`config.mk`:
```
export PLATFORM = sky130hd
export DESIGN_NAME = can_frame_stack_ascii_encoder_core
export DESIGN_NICKNAME = d
export VERILOG_FILES = /design/src/hw/rtl/cfse_pkg.sv /design/src/hw/rtl/can_frame_stack_ascii_encoder_core.sv /design/src/hw/rtl/cfse_front.sv /design/src/hw/rtl/cfse_fifo.sv /design/src/hw/rtl/cfse_back.sv
export SDC_FILE = /design/constraint.sdc
export NUM_CORES = 2
export LEC_CHECK = 0
export BUFFER_PORTS_ARGS = -buffer_cell sky130_fd_sc_hd__buf_4
export CAP_MARGIN = 0
export CORE_AREA = 2 2 357 394
export DETAILED_ROUTE_END_ITERATION = 6
export DIE_AREA = 0 0 359 396
export PLACE_DENSITY = 0.76
export SYNTH_ARGS = -nofsm -noshare
export SYNTH_HDL_FRONTEND = slang
export SYNTH_SLANG_ARGS = --single-unit
```
`constraint.sdc`:
```
create_clock -name clock -period 11.95 [get_ports clock]
set_clock_uncertainty 0.15 [all_clocks]
set_input_delay 0.5975 -clock clock [delete_from_list [all_inputs] [get_ports clock]]
set_output_delay 0.5975 -clock clock [all_outputs]
set_load 0.02 [all_outputs]
```
`src/hw/rtl/cfse_pkg.sv`:
```
// Shared types, constants and helpers for the CAN frame stack ASCII encoder.
// No dependencies.
package cfse_pkg;

   localparam int QueueDepth     = 16;
   localparam int StackAddrWidth = $clog2(QueueDepth);
   localparam int FifoDepth      = 2;
   localparam int FifoPtrWidth   = $clog2(FifoDepth);
   localparam int FifoCountWidth = $clog2(FifoDepth + 1);

   localparam logic [StackAddrWidth-1:0] StackOne  = StackAddrWidth'(1);
   localparam logic [StackAddrWidth-1:0] StackLast = StackAddrWidth'(QueueDepth - 1);

   localparam logic OpPush  = 1'b0;
   localparam logic OpDrain = 1'b1;

   localparam logic [3:0] MaxDataBytes = 4'd8;
   localparam logic [3:0] ExtIdDigits  = 4'd7;
   localparam logic [3:0] StdIdDigits  = 4'd2;

   localparam logic [7:0] CharCr      = 8'h0D;
   localparam logic [7:0] CharExtData = 8'h54;
   localparam logic [7:0] CharExtRtr  = 8'h52;
   localparam logic [7:0] CharStdData = 8'h74;
   localparam logic [7:0] CharStdRtr  = 8'h72;

   typedef struct packed {
      logic        ext;
      logic        rtr;
      logic [28:0] id;
      logic [3:0]  dlc;
      logic [63:0] payload;
   } frame_type;

   typedef struct packed {
      logic full;
      logic empty;
      logic one_free;
   } fifo_stat_type;

   typedef enum logic [2:0] {
      ENC_IDLE,
      ENC_TYPE,
      ENC_ID,
      ENC_DLC,
      ENC_DATA,
      ENC_CR
   } enc_state_type;

   function automatic logic [7:0] hex_char(logic [3:0] nib);
      logic [7:0] wide;
      wide = {4'b0000, nib};
      return (nib < 4'd10) ? (8'h30 + wide) : (8'h37 + wide);
   endfunction

endpackage

```
`src/hw/rtl/can_frame_stack_ascii_encoder_core.sv`:
```
// A push stores the frame on a last-in-first-out stack of QueueDepth slots
// (at most QueueDepth-1 frames; a push onto a full stack is dropped). A drain
// pops the newest frame at once; the character serialiser then emits its
// SLCAN line one character a cycle, 6+2n characters for a standard frame or
// 11+2n for an extended one (n data bytes, none for remote frames); the first
// comes after the popped frame passes the pop register and the queue while the
// serialiser is idle. The serialiser goes back to idle between lines, so
// consecutive lines always have an idle gap between them. Up to two popped
// frames wait in a queue ahead of the serialiser; busy is high while that
// queue is full, or holds one frame with another pop on its way into it.
// A drain on an empty stack emits nothing.
// Results are strobed by rsp_valid for one cycle and cannot be held off.
// Top level: instantiates cfse_front, cfse_fifo and cfse_back; uses cfse_pkg.
module can_frame_stack_ascii_encoder_core
   import cfse_pkg::*;
(
   input  logic        clock,
   input  logic        reset,
   input  logic        start,
   output logic        busy,
   input  logic        req_operation,
   input  logic        req_extended_id,
   input  logic        req_remote_request,
   input  logic [28:0] req_frame_id,
   input  logic [3:0]  req_byte_count,
   input  logic [63:0] req_payload,
   output logic        rsp_valid,
   output logic [7:0]  rsp_ascii_char,
   output logic        rsp_last_char
);

   fifo_stat_type fifo_stat;
   logic          fifo_wr;
   logic          fifo_rd;
   frame_type     fifo_wr_data;
   frame_type     fifo_rd_data;

   cfse_front u_front (
      .clock              (clock),
      .reset              (reset),
      .start              (start),
      .busy               (busy),
      .req_operation      (req_operation),
      .req_extended_id    (req_extended_id),
      .req_remote_request (req_remote_request),
      .req_frame_id       (req_frame_id),
      .req_byte_count     (req_byte_count),
      .req_payload        (req_payload),
      .fifo_stat          (fifo_stat),
      .fifo_wr            (fifo_wr),
      .fifo_wr_data       (fifo_wr_data)
   );

   cfse_fifo u_fifo (
      .clock   (clock),
      .reset   (reset),
      .wr      (fifo_wr),
      .wr_data (fifo_wr_data),
      .rd      (fifo_rd),
      .rd_data (fifo_rd_data),
      .stat    (fifo_stat)
   );

   cfse_back u_back (
      .clock          (clock),
      .reset          (reset),
      .fifo_stat      (fifo_stat),
      .fifo_rd_data   (fifo_rd_data),
      .fifo_rd        (fifo_rd),
      .rsp_valid      (rsp_valid),
      .rsp_ascii_char (rsp_ascii_char),
      .rsp_last_char  (rsp_last_char)
   );

`ifndef ASSERT_OFF
   a_last_is_cr: assert property (@(posedge clock) disable iff (reset)
      rsp_valid && rsp_last_char |-> rsp_ascii_char == CharCr)
      else $error("end mark on a character other than carriage return");

   a_gap_after_line: assert property (@(posedge clock) disable iff (reset)
      rsp_valid && rsp_last_char |=> !rsp_valid)
      else $error("character emitted right after end of line");

   a_no_overflow: assert property (@(posedge clock) disable iff (reset)
      fifo_wr |-> !fifo_stat.full)
      else $error("popped frame written into a full queue");
`endif

endmodule

```
`src/hw/rtl/cfse_front.sv`:
```
// Front end: command decode, frame stack memory and pop read-out.
// Depends on cfse_pkg.
module cfse_front
   import cfse_pkg::*;
(
   input  logic          clock,
   input  logic          reset,
   input  logic          start,
   output logic          busy,
   input  logic          req_operation,
   input  logic          req_extended_id,
   input  logic          req_remote_request,
   input  logic [28:0]   req_frame_id,
   input  logic [3:0]    req_byte_count,
   input  logic [63:0]   req_payload,
   input  fifo_stat_type fifo_stat,
   output logic          fifo_wr,
   output frame_type     fifo_wr_data
);

   frame_type                 stack_mem [QueueDepth];
   frame_type                 rd_data_ff;
   logic                      rd_valid_ff, rd_valid_in;
   logic [StackAddrWidth-1:0] count_ff, count_in;
   logic                      accept, do_push, do_pop;
   frame_type                 wr_frame;

   assign busy    = fifo_stat.full || (rd_valid_ff && fifo_stat.one_free);
   assign accept  = start && !busy;
   assign do_push = accept && (req_operation == OpPush) && (count_ff != StackLast);
   assign do_pop  = accept && (req_operation == OpDrain) && (count_ff != '0);

   always_comb begin
      wr_frame.ext     = req_extended_id;
      wr_frame.rtr     = req_remote_request;
      wr_frame.id      = req_frame_id;
      wr_frame.dlc     = req_byte_count;
      wr_frame.payload = req_payload;
      count_in         = count_ff;
      if (do_push) begin
         count_in = count_ff + StackOne;
      end else if (do_pop) begin
         count_in = count_ff - StackOne;
      end
      rd_valid_in = do_pop;
   end

   always_ff @(posedge clock) begin
      if (do_push) begin
         stack_mem[count_ff] <= wr_frame;
      end
      if (do_pop) begin
         rd_data_ff <= stack_mem[count_ff - StackOne];
      end
   end

   always_ff @(posedge clock) begin
      if (reset) begin
         count_ff    <= '0;
         rd_valid_ff <= 1'b0;
      end else begin
         count_ff    <= count_in;
         rd_valid_ff <= rd_valid_in;
      end
   end

   assign fifo_wr      = rd_valid_ff;
   assign fifo_wr_data = rd_data_ff;

endmodule

```
`src/hw/rtl/cfse_fifo.sv`:
```
// Short queue of popped frames between front and back ends.
// Depends on cfse_pkg.
module cfse_fifo
   import cfse_pkg::*;
(
   input  logic          clock,
   input  logic          reset,
   input  logic          wr,
   input  frame_type     wr_data,
   input  logic          rd,
   output frame_type     rd_data,
   output fifo_stat_type stat
);

   frame_type                 entry_ff [FifoDepth];
   logic [FifoPtrWidth-1:0]   wr_ptr_ff, wr_ptr_in;
   logic [FifoPtrWidth-1:0]   rd_ptr_ff, rd_ptr_in;
   logic [FifoCountWidth-1:0] count_ff, count_in;
   logic                      do_wr, do_rd;

   assign do_wr = wr && !stat.full;
   assign do_rd = rd && !stat.empty;

   assign stat.full     = (count_ff == FifoCountWidth'(FifoDepth));
   assign stat.empty    = (count_ff == '0);
   assign stat.one_free = (count_ff == FifoCountWidth'(FifoDepth - 1));
   assign rd_data       = entry_ff[rd_ptr_ff];

   always_comb begin
      wr_ptr_in = wr_ptr_ff;
      rd_ptr_in = rd_ptr_ff;
      count_in  = count_ff;
      if (do_wr) begin
         wr_ptr_in = (wr_ptr_ff == FifoPtrWidth'(FifoDepth - 1)) ? '0
                     : wr_ptr_ff + FifoPtrWidth'(1);
      end
      if (do_rd) begin
         rd_ptr_in = (rd_ptr_ff == FifoPtrWidth'(FifoDepth - 1)) ? '0
                     : rd_ptr_ff + FifoPtrWidth'(1);
      end
      if (do_wr && !do_rd) begin
         count_in = count_ff + FifoCountWidth'(1);
      end else if (do_rd && !do_wr) begin
         count_in = count_ff - FifoCountWidth'(1);
      end
   end

   always_ff @(posedge clock) begin
      if (do_wr) begin
         entry_ff[wr_ptr_ff] <= wr_data;
      end
   end

   always_ff @(posedge clock) begin
      if (reset) begin
         wr_ptr_ff <= '0;
         rd_ptr_ff <= '0;
         count_ff  <= '0;
      end else begin
         wr_ptr_ff <= wr_ptr_in;
         rd_ptr_ff <= rd_ptr_in;
         count_ff  <= count_in;
      end
   end

endmodule

```
`src/hw/rtl/cfse_back.sv`:
```
// Back end: serialises one frame into an SLCAN ASCII line, one character a cycle.
// Depends on cfse_pkg.
module cfse_back
   import cfse_pkg::*;
(
   input  logic          clock,
   input  logic          reset,
   input  fifo_stat_type fifo_stat,
   input  frame_type     fifo_rd_data,
   output logic          fifo_rd,
   output logic          rsp_valid,
   output logic [7:0]    rsp_ascii_char,
   output logic          rsp_last_char
);

   enc_state_type state_ff, state_in;
   logic [31:0]   id_ff, id_in;
   logic [63:0]   data_ff, data_in;
   logic [3:0]    dlc_ff, dlc_in;
   logic [3:0]    cnt_ff, cnt_in;
   logic          half_ff, half_in;
   logic          ext_ff, ext_in;
   logic          rtr_ff, rtr_in;
   logic          valid_ff, valid_in;
   logic [7:0]    char_ff, char_in;
   logic          last_ff, last_in;

   always_comb begin
      state_in = state_ff;
      id_in    = id_ff;
      data_in  = data_ff;
      dlc_in   = dlc_ff;
      cnt_in   = cnt_ff;
      half_in  = half_ff;
      ext_in   = ext_ff;
      rtr_in   = rtr_ff;
      valid_in = 1'b0;
      char_in  = char_ff;
      last_in  = 1'b0;
      fifo_rd  = 1'b0;
      unique case (state_ff)
         ENC_IDLE: begin
            if (!fifo_stat.empty) begin
               fifo_rd  = 1'b1;
               ext_in   = fifo_rd_data.ext;
               rtr_in   = fifo_rd_data.rtr;
               id_in    = fifo_rd_data.ext ? {3'b000, fifo_rd_data.id}
                          : {1'b0, fifo_rd_data.id[10:0], 20'd0};
               dlc_in   = (fifo_rd_data.dlc > MaxDataBytes) ? MaxDataBytes
                          : fifo_rd_data.dlc;
               data_in  = fifo_rd_data.payload;
               state_in = ENC_TYPE;
            end
         end
         ENC_TYPE: begin
            valid_in = 1'b1;
            if (ext_ff) begin
               char_in = rtr_ff ? CharExtRtr : CharExtData;
               cnt_in  = ExtIdDigits;
            end else begin
               char_in = rtr_ff ? CharStdRtr : CharStdData;
               cnt_in  = StdIdDigits;
            end
            state_in = ENC_ID;
         end
         ENC_ID: begin
            valid_in = 1'b1;
            char_in  = hex_char(id_ff[31:28]);
            id_in    = {id_ff[27:0], 4'd0};
            if (cnt_ff == '0) begin
               state_in = ENC_DLC;
            end else begin
               cnt_in = cnt_ff - 4'd1;
            end
         end
         ENC_DLC: begin
            valid_in = 1'b1;
            char_in  = hex_char(dlc_ff);
            half_in  = 1'b0;
            if (rtr_ff || (dlc_ff == '0)) begin
               state_in = ENC_CR;
            end else begin
               cnt_in   = dlc_ff - 4'd1;
               state_in = ENC_DATA;
            end
         end
         ENC_DATA: begin
            valid_in = 1'b1;
            char_in  = hex_char(half_ff ? data_ff[3:0] : data_ff[7:4]);
            half_in  = !half_ff;
            if (half_ff) begin
               data_in = {8'd0, data_ff[63:8]};
               if (cnt_ff == '0) begin
                  state_in = ENC_CR;
               end else begin
                  cnt_in = cnt_ff - 4'd1;
               end
            end
         end
         ENC_CR: begin
            valid_in = 1'b1;
            char_in  = CharCr;
            last_in  = 1'b1;
            state_in = ENC_IDLE;
         end
         default: begin
            state_in = ENC_IDLE;
         end
      endcase
   end

   always_ff @(posedge clock) begin
      id_ff   <= id_in;
      data_ff <= data_in;
      dlc_ff  <= dlc_in;
      cnt_ff  <= cnt_in;
      half_ff <= half_in;
      ext_ff  <= ext_in;
      rtr_ff  <= rtr_in;
      char_ff <= char_in;
   end

   always_ff @(posedge clock) begin
      if (reset) begin
         state_ff <= ENC_IDLE;
         valid_ff <= 1'b0;
         last_ff  <= 1'b0;
      end else begin
         state_ff <= state_in;
         valid_ff <= valid_in;
         last_ff  <= last_in;
      end
   end

   assign rsp_valid      = valid_ff;
   assign rsp_ascii_char = char_ff;
   assign rsp_last_char  = last_ff;

endmodule
```
==> reports/results.ini <==
[cts]
numCtsBuffers = 180
clk_latency_ns = 0.81
clk_pin_slew_ns = 0.07
cts_resized = 0
ctsLongestPathBuffers = 3
post_cts_buffers = 0
htreeDepth = 4
tritoncts = yes
cts_sinks = 2010
cts-root-buf = clkbuf_16

[grt]
use_met1_pct = 31.30
met2_usage_pct = 39.10
grt_pass1_wl_um = 239000
gr-usage-all-layers_pct = 23.27
busiest_layer = met2
grt_pass1_vias = 35030
antenna_found_initial = 17
met3_usage_pct = 4.886
grt_max_degree = 162
grt.overflow.total = 0

[synthesis]
synth_commonest_cells = edfxtp_1, mux4_2, nand2_1
synth.largest_area_cell = edfxtp_1
ys_seq_area_share_pct = 79.80
ys_warn_count = 0
yosys.cell_types.count = 51
synth.area.top_cells = edfxtp_1, mux4_2, mux2i_1, o21ai_0, nand2_1
netlist_area_um2 = 75450
synth_edf_count = 1995
synth_top_area_share_pct = 79.40
synthFlopType = edfxtp_1
yosysMostFrequentCell = edfxtp_1
syn_inst = 3173
async_reset_ff_share_pct = 0
syn_area_per_cell_um2 = 23.78
postSynthRegisterBits = 2010

[route]
remaining_drc_errors = 6
ant_nets = 0
dr.pass1.iters = 7
dr_total_vias = 34500
finalWirelength_um = 163500
vias_per_cell = 6.239
wire_per_inst_um = 29.57
drt-initial-drc-count = 4269

[sta]
worst_pin_slew_ns = 1.189
whs_ns = 0.1100
setup_viol = 0
max-slew-margin-rel_pct = 20.54
setup_tns_ns = 0
fin_crit_ns = 5.107
finalHoldViolCount = 0
drv_slew = 0
worst_slack_ns = 6.843
fmax_mhz = 195.8
post-route-period-util_pct = 42.74
rsz0062_at_grt = no

[placement]
dp_slack_ns = 6.853
dp_hpwl_um = 77820
placed_cell_area_um2 = 78850
place_congestion = 0.7638
io_buffers = 112

[critical_path]
arrival_ns = 5.49
start_kind = flip-flop
end_kind = flip-flop
cp-startpoint = u_front.count_ff[0]
rrSetupSlack_ns = 6.84
timing.rr.end = u_front.fifo_wr_data[43]
slowest_delay_ns = 0.95
crit_slowest_cell = dfxtp_4
cp_max_fo = 44
timing.rr.start = u_front.count_ff[0]
crit_top_cell = buf_4
critPathRequiredTime_ns = 12.33
critical_path_class = reg2reg
crit_path_cell_trace = inv_1, ha_1, xnor2_4, buf_4, buf_4, mux4_2
reg2reg_depth = 6

[cells_and_area]
drive_gt1_share_pct = 25.50
final_nets = 3686
n_fill_cell = 8831
stdcell_area_um2 = 85420
syn2layout_area_growth_pct = 13.21
utilization_pct = 61.92

[pwr]
powerDensity_nw_per_um2 = 216.9
p_int_mw = 13.69
cellLeakagePower_nw = 26.49
ir_worst_vdd_v = 0.0002611
p_sw_mw = 4.832
power_frac_seq_pct = 47.4
clkPwrFrac_pct = 29.7
combPwrFrac_pct = 22.8
swShare_pct = 26.09

[floorplanning]
die_height_um = 396
initial_utilization_pct = 54.70
core-area_um2 = 137900
dieArea_um2 = 142200
die_w_um = 359
io_pins = 114
row_count = 143

[min_path]
hp-start = req_operation
hp-class = in2reg
min_path_cells = 4
worstHoldEndpoint = u_front.fifo_wr

[status]
outcome = finished, violations left
failed_checks = design-rule violations

[job]
cap_violations = 0

repair_timing:
| action | 4_1_cts | 5_1_grt |
|---|---|---|
| hold endpoints to repair | 1597 | 0 |
| endpoints found under the setup margin | 0 | 0 |
| hold buffers | 100 | 0 |
sequential cells by signal, indices dropped and copies added (netlist names), 4 cells and up, named ones only:
name                   count
u_back.data_ff            64
u_back.rsp_ascii_char      7
u_back.id_ff              32
u_back.dlc_ff              4
u_front.count_ff           4
u_front.stack_mem       1584
u_back.cnt_ff              4
u_front.fifo_wr_data      99
u_fifo.entry_ff          198
metal layers:
| metal | share of wire (%) | up-vias |
|---|---|---|
| met5 | 0.10 | - |
| met4 | 2.0 | 26 |
| met3 | 8.7 | 248 |
| met2 | 52 | 1815 |
| met1 | 38 | 18300 |
| li1 | - | 14110 |
cell usage in the layout, fill, tap and decap left out, drive strengths merged, types with 3 or more instances in the layout:
cell type,count
buf,173
a211oi,6
inv,18
nand2b,7
ha,13
nor2,35
edfxtp,1995
clkinvlp,4
clkbuf,230
conb,100
mux2,17
xnor2,8
dlygate4sd3,100
diode,4
dfxtp,15
mux2i,103
xor2,4
nor3,12
mux4,495
nand3,7
nor2b,9
nand2,110
bufinv,11
a21oi,16
clkinv,75
a221oi,3
a21o,3
o21ai,107
nor4,3
nor3b,4
and2,6
power groups by stage:
stage | sequential, mW | combinational (mW) | clock, mW
6_report | 8.79 | 4.23 | 5.50
4_1_cts | 8.79 | 4.29 | 5.56
2_1_floorplan | 8.83 | 3.25 | 0
3_3_place_gp | 8.90 | 4.12 | 0
5_1_grt | 8.83 | 4.50 | 5.81
3_5_place_dp | 8.92 | 4.20 | 0
through the flow:
| step | std cells | power [mW] |
|---|---|---|
| finish | 5530 | 18.52 |
| global route | 5527 | 19.13 |
| CTS | 5526 | 18.65 |
| detailed placement | 5100 | 13.12 |
| global placement | 5100 | 13.01 |
| floorplan | 3272 | 12.07 |
critical path: cells and delay by family (launching register included):
family                     cells  cell delay, ns
DFF                            1            0.95
adders and majority gates      1            0.39
muxes                          1            0.45
buffers and inverters          3            2.06
xor gates and xnor gates       1            0.74
cell type report:
class                      instances  area, um2  share of cell area [%]
inverter                          12      45.04                 0.05273
antenna                            4      10.01                 0.01172
sequential                      2010      60220                   70.49
multi-input combinational       1093      14940                   17.49
clock buffer                     230       4777                   5.592
clock inverter                    96      787.0                  0.9213
tap                             1812       2267                   2.654
timing repair buffer             273       2375                   2.780
kinds of logic after synthesis:
family / count (synthesis) / synth area share, %
AOI/OAI and AO/OA: 149 / 1.104
xor gates and xnor gates: 12 / 0.1592
adders and majority gates: 13 / 0.2156
buffers and inverters: 169 / 1.099
DFF: 2010 / 79.80
muxes: 615 / 16.40
other: 1 / 0.004970
and+or+nand+nor: 204 / 1.225
worst max-delay path by stage:
stage                          endpoint  slack, ns  cells past startpoint
2_1_floorplan   u_front.stack_mem[3][0]       3.01                      6
3_3_place_gp   u_front.fifo_wr_data[40]       6.83                      6
3_5_place_dp   u_front.fifo_wr_data[71]       6.85                      5
4_1_cts        u_front.fifo_wr_data[43]       6.76                      6
5_1_grt        u_front.fifo_wr_data[69]       6.52                      5
6_report       u_front.fifo_wr_data[43]       6.84                      6
Note: power is estimated with default switching activity, not from simulation.
